`src/hdl/hrcm_pkg.sv`:
```
`default_nettype none

package hrcm_pkg;

  // Q format of factors and channel fractions.
  localparam int FRACTION_BITS = 12;
  localparam int FACTOR_W      = FRACTION_BITS + 1;  // 0..ONE inclusive
  localparam int CHAN_W        = FRACTION_BITS + 1;  // channel fraction 0..ONE
  localparam int HUE_W         = FRACTION_BITS + 4;  // signed, -2*ONE..4*ONE
  localparam int TURN_W        = FRACTION_BITS + 2;  // wrapped hue 0..TURN-1
  localparam int COLOR_W       = 8;

  localparam int CFG_INDEX_W   = 1;
  localparam int CFG_DATA_W    = 3;

  // Configuration register indexes.
  localparam logic [CFG_INDEX_W-1:0] REG_RAMP_FIRST  = 1'b0;
  localparam logic [CFG_INDEX_W-1:0] REG_RAMP_SECOND = 1'b1;

  // Operation codes carried in the action field.
  localparam logic ACT_SINGLE = 1'b0;
  localparam logic ACT_BLEND  = 1'b1;

  // Hue ramps; any other code falls back to RAMP_FALL_TWICE.
  typedef enum logic [CFG_DATA_W-1:0] {
    RAMP_FALL_TWICE = 3'd0,  // ONE - 2f
    RAMP_RETURN     = 3'd1,  // 2*(ONE - f)
    RAMP_RISE_TWICE = 3'd2,  // ONE + 2f
    RAMP_RISE       = 3'd3,  // ONE + f
    RAMP_FALL       = 3'd4   // ONE - f
  } ramp_mode_t;

  typedef struct packed {
    logic                action;
    logic [FACTOR_W-1:0] factor_first;
    logic [FACTOR_W-1:0] factor_second;
  } item_t;

  typedef struct packed {
    logic [COLOR_W-1:0] red;
    logic [COLOR_W-1:0] green;
    logic [COLOR_W-1:0] blue;
  } color_t;

  // Exact channel fractions of one HSL conversion.
  typedef struct packed {
    logic [CHAN_W-1:0] red;
    logic [CHAN_W-1:0] green;
    logic [CHAN_W-1:0] blue;
  } frac_t;

endpackage

`default_nettype wire

```
`src/hdl/hue_ramp_color_mapper.sv`:
```
`default_nettype none

// Hue ramp color mapper: each input word carries one or two Q12 intensity
// factors (4096 = 1.0, larger values clamp to 1.0) and an action bit; each
// output word is one 8-bit RGB color. The factor picks a hue along the ramp
// selected by ramp_first / ramp_second, the hue is converted as HSL with full
// saturation and half lightness, and in blend operation the two colors mix
// 70/30 per channel before scaling by 255 with truncation. The block is a
// three-register pipeline (input word, channel fractions, output color): it
// takes one word every clock while item_stall is low and returns the colors
// in order. Backpressure on color_stall ripples back only as far as needed,
// so item_stall rises only while the output holds a word that is not taken
// and the stages behind it are full. Ramp registers are written through
// cfg_write / cfg_index / cfg_data and act on every word that leaves the
// input register after the write; write them only while no word is in flight.
module hue_ramp_color_mapper (
  input  wire logic                            clk,
  input  wire logic                            rst,
  // input words
  input  wire logic                            item_valid,
  output      logic                            item_stall,
  input  wire hrcm_pkg::item_t                 item,
  // output words
  output      logic                            color_valid,
  input  wire logic                            color_stall,
  output hrcm_pkg::color_t                     color,
  // ramp registers
  input  wire logic                            cfg_write,
  input  wire logic [hrcm_pkg::CFG_INDEX_W-1:0] cfg_index,
  input  wire logic [hrcm_pkg::CFG_DATA_W-1:0]  cfg_data
);
  import hrcm_pkg::*;

  // ramp mode registers
  logic [CFG_DATA_W-1:0] ramp_first;
  logic [CFG_DATA_W-1:0] ramp_second;

  // stage 1: registered input word
  logic  s1_valid;
  item_t s1_item;

  // stage 2: channel fractions of both conversions
  logic  s2_valid;
  logic  s2_action;
  frac_t s2_first;
  frac_t s2_second;

  // combinational results
  frac_t  conv_first;
  frac_t  conv_second;
  color_t color_next;

  // per-stage advance: a stage loads when empty or when its word moves on
  logic ready3;
  logic ready2;
  logic ready1;

  assign ready3     = !color_valid || !color_stall;
  assign ready2     = !s2_valid || ready3;
  assign ready1     = !s1_valid || ready2;
  assign item_stall = !ready1;

  hrcm_hue_conv u_conv_first (
    .factor (s1_item.factor_first),
    .mode   (ramp_first),
    .frac   (conv_first)
  );

  hrcm_hue_conv u_conv_second (
    .factor (s1_item.factor_second),
    .mode   (ramp_second),
    .frac   (conv_second)
  );

  hrcm_scale u_scale (
    .action      (s2_action),
    .frac_first  (s2_first),
    .frac_second (s2_second),
    .color       (color_next)
  );

  // control state and configuration
  always_ff @(posedge clk) begin
    if (rst) begin
      s1_valid    <= 1'b0;
      s2_valid    <= 1'b0;
      color_valid <= 1'b0;
      ramp_first  <= RAMP_FALL_TWICE;
      ramp_second <= RAMP_FALL_TWICE;
    end else begin
      if (ready1) begin
        s1_valid <= item_valid;
      end
      if (ready2) begin
        s2_valid <= s1_valid;
      end
      if (ready3) begin
        color_valid <= s2_valid;
      end
      if (cfg_write) begin
        unique case (cfg_index)
          REG_RAMP_FIRST:  ramp_first  <= cfg_data;
          REG_RAMP_SECOND: ramp_second <= cfg_data;
          default: ;
        endcase
      end
    end
  end

  // payload, no reset needed
  always_ff @(posedge clk) begin
    if (ready1 && item_valid) begin
      s1_item <= item;
    end
    if (ready2 && s1_valid) begin
      s2_action <= s1_item.action;
      s2_first  <= conv_first;
      s2_second <= conv_second;
    end
    if (ready3 && s2_valid) begin
      color <= color_next;
    end
  end

endmodule

`default_nettype wire

```
`src/hdl/hrcm_hue_conv.sv`:
```
`default_nettype none

// Factor + ramp mode -> hue -> RGB fractions (S = 1, L = 0.5).
module hrcm_hue_conv (
  input  wire logic [hrcm_pkg::FACTOR_W-1:0]   factor,
  input  wire logic [hrcm_pkg::CFG_DATA_W-1:0] mode,
  output hrcm_pkg::frac_t                      frac
);
  import hrcm_pkg::*;

  localparam logic signed [HUE_W-1:0]  ONE_H     = HUE_W'(1 << FRACTION_BITS);
  localparam logic signed [HUE_W-1:0]  TWO_ONE_H = HUE_W'(2 << FRACTION_BITS);
  localparam logic signed [HUE_W-1:0]  TURN_H    = HUE_W'(3 << FRACTION_BITS);
  localparam logic [FACTOR_W-1:0]      ONE_F     = FACTOR_W'(1 << FRACTION_BITS);
  localparam logic [TURN_W-1:0]        HALF_ONE  = TURN_W'(1 << (FRACTION_BITS - 1));
  localparam logic [TURN_W-1:0]        HALF_TURN = TURN_W'(3 << (FRACTION_BITS - 1));
  localparam logic [TURN_W-1:0]        TWO_ONE_T = TURN_W'(2 << FRACTION_BITS);
  localparam logic [CHAN_W-1:0]        ONE_C     = CHAN_W'(1 << FRACTION_BITS);

  // Channel fraction at one hue position; hue is wrapped into one turn first.
  function automatic logic [CHAN_W-1:0] hue_channel(logic signed [HUE_W-1:0] h);
    logic signed [HUE_W-1:0] w;
    logic [TURN_W-1:0]       u;
    logic [CHAN_W-1:0]       c;
    w = h;
    if (h < 0) begin
      w = h + TURN_H;
    end else if (h >= TURN_H) begin
      w = h - TURN_H;
    end
    u = w[TURN_W-1:0];
    priority if (u < HALF_ONE) begin
      c = CHAN_W'({u, 1'b0});                    // rising edge
    end else if (u < HALF_TURN) begin
      c = ONE_C;                                 // plateau
    end else if (u < TWO_ONE_T) begin
      c = CHAN_W'({TWO_ONE_T - u, 1'b0});        // falling edge
    end else begin
      c = '0;
    end
    return c;
  endfunction

  logic [FACTOR_W-1:0]     f_sat;
  logic signed [HUE_W-1:0] f_s;
  logic signed [HUE_W-1:0] hue;

  assign f_sat = (factor > ONE_F) ? ONE_F : factor;
  assign f_s   = signed'(HUE_W'(f_sat));

  always_comb begin
    unique case (mode)
      RAMP_RETURN:     hue = TWO_ONE_H - (f_s <<< 1);
      RAMP_RISE_TWICE: hue = ONE_H + (f_s <<< 1);
      RAMP_RISE:       hue = ONE_H + f_s;
      RAMP_FALL:       hue = ONE_H - f_s;
      default:         hue = ONE_H - (f_s <<< 1);   // fall twice and unused codes
    endcase
  end

  assign frac.red   = hue_channel(hue + ONE_H);
  assign frac.green = hue_channel(hue);
  assign frac.blue  = hue_channel(hue - ONE_H);

endmodule

`default_nettype wire

```
`src/hdl/hrcm_scale.sv`:
```
`default_nettype none

// Fractions -> 8-bit channels, single or 0.7/0.3 blend, truncating.
module hrcm_scale (
  input  wire logic            action,
  input  wire hrcm_pkg::frac_t frac_first,
  input  wire hrcm_pkg::frac_t frac_second,
  output hrcm_pkg::color_t     color
);
  import hrcm_pkg::*;

  localparam int SUM_W  = CHAN_W + 4;   // 7a + 3b <= 10*ONE
  localparam int PROD_W = SUM_W + 6;
  localparam int SGL_W  = CHAN_W + COLOR_W;
  // 255 / (10 * 2^F) == 51 / 2^(F+1)
  localparam logic [PROD_W-1:0] BLEND_NUM = PROD_W'(51);

  function automatic logic [COLOR_W-1:0] scale_single(logic [CHAN_W-1:0] c);
    logic [SGL_W-1:0] p;
    p = {c, {COLOR_W{1'b0}}} - SGL_W'(c);      // c * 255
    return p[FRACTION_BITS+COLOR_W-1:FRACTION_BITS];
  endfunction

  function automatic logic [COLOR_W-1:0] scale_blend(logic [CHAN_W-1:0] a,
                                                     logic [CHAN_W-1:0] b);
    logic [SUM_W-1:0]  s;
    logic [PROD_W-1:0] p;
    s = (SUM_W'(a) << 3) - SUM_W'(a) + (SUM_W'(b) << 1) + SUM_W'(b);
    p = PROD_W'(s) * BLEND_NUM;
    return p[FRACTION_BITS+COLOR_W:FRACTION_BITS+1];
  endfunction

  always_comb begin
    if (action == ACT_BLEND) begin
      color.red   = scale_blend(frac_first.red,   frac_second.red);
      color.green = scale_blend(frac_first.green, frac_second.green);
      color.blue  = scale_blend(frac_first.blue,  frac_second.blue);
    end else begin
      color.red   = scale_single(frac_first.red);
      color.green = scale_single(frac_first.green);
      color.blue  = scale_single(frac_first.blue);
    end
  end

endmodule

`default_nettype wire

```
`config.mk`:
```
export PLATFORM = sky130hd
export DESIGN_NAME = hue_ramp_color_mapper
export DESIGN_NICKNAME = d
export VERILOG_FILES = /design/src/hdl/hrcm_pkg.sv /design/src/hdl/hue_ramp_color_mapper.sv /design/src/hdl/hrcm_hue_conv.sv /design/src/hdl/hrcm_scale.sv
export SDC_FILE = /design/constraint.sdc
export NUM_CORES = 1
export LEC_CHECK = 0
export BUFFER_PORTS_ARGS = -buffer_cell sky130_fd_sc_hd__buf_2
export CAP_MARGIN = 0
export CORE_ASPECT_RATIO = 1.1
export CORE_UTILIZATION = 30
export DETAILED_ROUTE_END_ITERATION = 8
export HOLD_SLACK_MARGIN = 0.1
export PLACE_DENSITY = 0.44
export SLEW_MARGIN = 30
export SYNTH_ARGS = -nofsm -noshare
export SYNTH_HDL_FRONTEND = slang
export SYNTH_SLANG_ARGS = --single-unit
```
`constraint.sdc`:
```
create_clock -name clk -period 11.4 [get_ports clk]
set_input_delay 1.14 -clock clk [delete_from_list [all_inputs] [get_ports clk]]
set_output_delay 1.14 -clock clk [all_outputs]
set_load 0.02 [all_outputs]
```
* After elaboration in Yosys (flattened, before gate mapping) *
Cells that the tools add are included.

word-level totals
  RAM bits = 0
  memory bits (read-only) = 0
  flip-flop bits (word level) = 139
  output and inout bits = 26
  memories kept = 0
  word-level logic and storage cells = 166
  bits of input ports = 36
  latch bits = 0

cells by class
  muxes and demuxes = 35
  eq/ne operators = 8
  bitwise logic cells = 1
  $lt $le $gt $ge = 32
  $add $sub $neg = 44
  reductions and logical operators = 19
  div/mod/pow operators = 0
  multipliers = 3
  shift-type cells = 0

operators by type and width
  operator                                                                                count
  13-bit two-way mux                                                                      20
  14-bit two-way mux                                                                      12
  16-bit one-hot mux with 4 select lines                                                  2
  16-bit by 15-bit greater-or-equal comparator with 1-bit output (second input constant)  6
  16-bit by 1-bit < comparator with 1-bit output (second input constant)                  6
  14-bit by 13-bit adder with 14-bit output (second input constant)                       6
  14-bit by 12-bit < comparator with 1-bit output (second input constant)                 6
  14-bit by 13-bit < comparator with 1-bit output (second input constant)                 6
  14-bit < comparator (second input constant)                                             6
  14-bit by 13-bit subtractor with 14-bit output (second input constant)                  6
  1-bit by 12-bit subtractor with 12-bit output (first input constant)                    6
  17-bit by 6-bit multiplier with 21-bit output (second input constant)                   3
  20-bit by 13-bit subtractor with 20-bit output                                          3
  17-bit by 13-bit adder with 17-bit output                                               3
  17-bit by 14-bit adder with 17-bit output                                               3
  16-bit by 13-bit subtractor with 17-bit output                                          3
  16-bit by 14-bit adder with 16-bit output (second input constant)                       2
  16-bit by 14-bit subtractor with 16-bit output (second input constant)                  2
  13-bit by 14-bit adder with 15-bit output (first input constant)                        2
  13-bit by 14-bit subtractor with 15-bit output (first input constant)                   2
  14-bit by 14-bit subtractor with 15-bit output (first input constant)                   2
  13-bit by 13-bit adder with 14-bit output (first input constant)                        2
  13-bit by 13-bit subtractor with 14-bit output (first input constant)                   2
  13-bit greater-than comparator (second input constant)                                  2
  10 further kinds                                                                        29

* Longest topological paths before layout *
  depth after elaboration = 12
  depth in mapped cells = 30
  depth with buffers taken out = 30

* Hierarchy *
Synthesis repeated with hierarchy kept, for this count alone.

unflattened totals
  cells, all modules = 2092
  area, all modules = 18854.3 µm²

modules (own cells, without submodules)
  module                 cells each  instances  seq. area each (µm²)  area an instance (µm²)
  hrcm_scale             1217        1          0.0                   9960.8
  hrcm_hue_conv          353         2          0.0                   2323.5
  hue_ramp_color_mapper  169         1          4083.9                4246.6

* Worst setup path before layout *
No wires, ideal clock.

  path kind = flip-flop to flip-flop
  start point = register s2_first[15] in the netlist's numbering
  end point = register color[15] in the netlist's numbering, data pin
  data required time = 11.130 ns
  clock period less this slack = 6.348 ns
  stages on the path, launching flop included = 31
  setup slack = 5.052 ns
  library setup time = 0.270 ns
  arrival time = 6.078 ns
  path buffers = 0
  cell sequence = edfxtp_1 -> inv_1 -> fa_1 -> ha_1 -> ha_1 -> inv_1 -> fa_1 -> nor2b_1 -> o21ai_0 -> nand2b_1 -> a311oi_1 -> o41ai_1 -> nor2_1 -> xnor2_1 -> nand2_1 -> inv_1 -> nor2_1 -> fa_1 -> inv_1 -> fa_1 -> inv_1 -> ha_1 -> o21a_1 -> nor2_1 -> inv_1 -> a311oi_1 -> nor2_1 -> o41a_1 -> a21oi_1 -> xnor2_1 -> a21oi_1

RTL lines
  item                      RTL line                      text
  start: declaration        hue_ramp_color_mapper.sv:45   frac_t s2_first;
  start signal: assignment  hue_ramp_color_mapper.sv:117  s2_first <= conv_first;
  end signal: assignment    hue_ramp_color_mapper.sv:121  color <= color_next;
  end: declaration          hue_ramp_color_mapper.sv:26   output hrcm_pkg::color_t color,

==> reports/qor.csv <==
stage,metric,value,unit
outcome,status,finished clean,
clock_tree,CTS Buf Count,17,
synth,Post-Synth Adder-Cell Area,0.2977,
sta,slew margin rel.,0.3471,
synth,"Seq/Total Area, Yosys",0.2288,
synth,share of synthesized registers carrying an async set or reset,0,
layout,final net count,2315,
synth,yosys warns,0,
worst_setup_path,most frequent CP cell,inv_1,
synth,Simple-Gate Fraction of Synth Area,0.1304,
placed_design,DP HPWL,35280,um
clock_tree,number of clock sinks,133,
synth,mux contribution to synthesized area,0.01540,
clock_tree,Worst-path clk slew,60,ps
sta,setup TNS,0,ps
placed_design,gpl congestion,0.8353,
clock_tree,Worst-Skew Late Latency,460,ps
synth,Netlist cell types,97,
global_routing,gr usage total,0.1506,
worst_setup_path,WP data arrival,7090,ps
clock_tree,TritonCTS clock tree,built,
layout,ant diodes,0,
global_routing,largest net degree at the start of global routing,74,
sta,period utilization,0.6072,
sta,Fmax,0.1445,GHz
sta,Final Hold Viols,0,
floorplan,full die area,57840,um^2
worst_setup_path,crit-path max cell delay,530,ps
synth,Synth Area in Compound Gates,0.1632,
synth,post-synthesis xor/xnor area fraction,0.06467,
synth,Post-Syn Instances,1911,
clock_tree,root buffer cell,clkbuf_16,
floorplan,die span in y,252.1,um
worst_setup_path,Worst R2R Setup Slack,4480,ps
clock_tree,Post-CTS Setup Inserts,0,
layout,synthesis-to-layout area growth,9.899,%
detailed_routing,drt wl/cell,15.65,um
layout,Layout fillers,5797,
floorplan,I/O Pins,62,
placed_design,PortBufs,61,
detailed_routing,routed wire length,42290,um
clock_tree,CTS H-tree depth,4,
worst_setup_path,Critical Setup Path Class,reg -> reg,
synth,Syn Area/Cell,8.929,um^2
sta,Tmin final,6922,ps
sta,Setup-failing EPs final,0,
detailed_routing,Final ANT Viol Nets,0,
clock_tree,Clock Path Buffers,2,
job,max cap viols,0,
worst_setup_path,worst-path fanout max,4,
synth,largest family of logic cells by synthesized area,adder cells,
synth,Seq cells post-synth,133,
synth,mapped cell area,17060,um^2
global_routing,Overflow after GRT,0,
synth,top_reg_cell synth,edfxtp_1,
floorplan,Rows,91,
global_routing,initial antenna violation count,0,
floorplan,Die Wd,229.4,um
detailed_routing,Vias,12959,
worst_setup_path,critical path required time,11570,ps
clock_tree,CTS resizes,0,
synth,Synth Net Count,2281,
worst_setup_path,Worst setup EP type,register,
synth,Post-synth EDFFs,124,
worst_setup_path,"Slowest-stage cell, CP",fa_1,
detailed_routing,TritonRoute pass-1 iters,5,
global_routing,number of global-route vias before repair,12995,
detailed_routing,Via density,4.796,
sta,RSZ-0062 raised after global routing,false,
detailed_routing,# DRC,0,
layout,layout cells sized above 1,0.07865,
clock_tree,cts-stage hold buffer count,0,
sta,Least-Margin Pin Slew,973.4,ps
sta,clock skew,12.18,ps
sta,max-slew violation total from the final report,0,
min_path,Hold Path Class,reg -> reg,
detailed_routing,Iter 0 DRT Violations,640,
floorplan,initial cell density of the core,0.3040,
floorplan,Core ar.,56130,um^2
worst_setup_path,startpoint types,register,
global_routing,first-pass GRT wire length,69000,um
==> area by class of cell <==
class | instances | area (um^2) | share of cell area
tap | 744 | 930.9 | 0.04964
inverter | 385 | 1445 | 0.07706
clock buffer | 23 | 499.2 | 0.02662
clock inverter | 9 | 67.56 | 0.003603
timing repair buffer | 75 | 415.4 | 0.02215
multi-input combinational | 1333 | 11490 | 0.6127
sequential | 133 | 3905 | 0.2082
==> cell usage in the layout (no fill, tap or decap), drive strengths merged, types with 8 or more instances in the layout <==
master  instances
and3           12
nor2           98
nor4           16
dfxtp           9
nand3          33
a31oi          11
or4             8
ha            214
nor3           38
nand2b         25
nor3b           9
and2           12
edfxtp        124
mux2i          24
xnor2          88
clkbuf         24
a211oi         17
nand3b         10
or3            10
nand2         103
o21a           13
o21ai          78
a21o           16
o41ai           8
inv           386
xor2           38
a21oi         143
buf            74
nor2b          21
fa            120
o22ai          36
==> cell families (layout without fill, tap and decap cells) <==
kind of cell | after synthesis | in the layout
AOI/OAI and AO/OA | 421 | 421
xor gates and xnor gates | 126 | 126
adders and majority gates | 334 | 334
buffers and inverters | 445 | 492
DFF | 133 | 133
muxes | 26 | 26
and+or+nand+nor | 426 | 426
==> critical path, delay by kind of cell (launching register included) <==
family          cells  cell delay, ps
simple gates        7             810
fa+ha+maj           7            2730
flops               1             440
xor+xnor            2             480
buf+inv             6             390
compound gates      8            1800
==> cell usage after synthesis (12+ instances only) <==
cell / instances / share of area
ha_1: 214 / 0.16
and3_1: 12 / 0.0044
xnor2_1: 88 / 0.045
nand3_1: 31 / 0.0091
o21ai_1: 18 / 0.0053
mux2i_1: 24 / 0.014
o21a_1: 13 / 0.0057
a21o_1: 16 / 0.0070
nand2b_1: 25 / 0.0092
edfxtp_1: 124 / 0.22
fa_1: 120 / 0.14
nor2_1: 98 / 0.022
a211oi_1: 17 / 0.0075
inv_1: 381 / 0.084
o22ai_1: 35 / 0.013
clkbuf_1: 45 / 0.0099
nor3_1: 35 / 0.010
nor4_1: 14 / 0.0051
a21oi_1: 142 / 0.042
xor2_1: 38 / 0.020
nor2b_1: 21 / 0.0077
o21ai_0: 59 / 0.017
nand2_1: 103 / 0.023
==> per-layer routing <==
layer / vias up / global-route usage / share of wire
met4: 0 / 0.05295 / 0.024
met2: 231 / 0.2438 / 0.46
met5: - / 0 / 0
li1: 6622 / - / -
met1: 6064 / 0.2038 / 0.49
met3: 42 / 0.02211 / 0.027
==> through the flow <==
step | std cells | setup WS, ps | instance area [um^2] | utilization | hold WS, ps
floorplan | 1911 | 5052 | 17060 | - | 400.3
global placement | 2668 | 4532 | 18160 | 0.3235 | 449.9
detailed placement | 2669 | 4378 | 18170 | 0.3237 | 440.5
CTS | 2701 | 4357 | 18740 | 0.3338 | 455.3
global route | 2702 | 3897 | 18750 | 0.3341 | 465.5
finish | 2702 | 4478 | 18750 | 0.3341 | 446.6
==> sequential cells by signal, indices dropped and copies added, names as in the netlist, 3 cells and up <==
signal       flops
s2_first        36
s2_second       36
s1_item         27
color           24
ramp_first       3
ramp_second      3
==> path summary, 6_finish.rpt <==
check	to	start	cells past startpoint
worst max-delay path	color[15]	s2_first[15]	30
worst min-delay path	s2_action	s1_item[26]	0
worst max register to register	color[15]	s2_first[15]	30
worst min register to register	s2_action	s1_item[26]	0
Power is left out: the tool's default activity adds up to more than one toggle a clock period on the data nets, which glitch-free logic cannot reach.
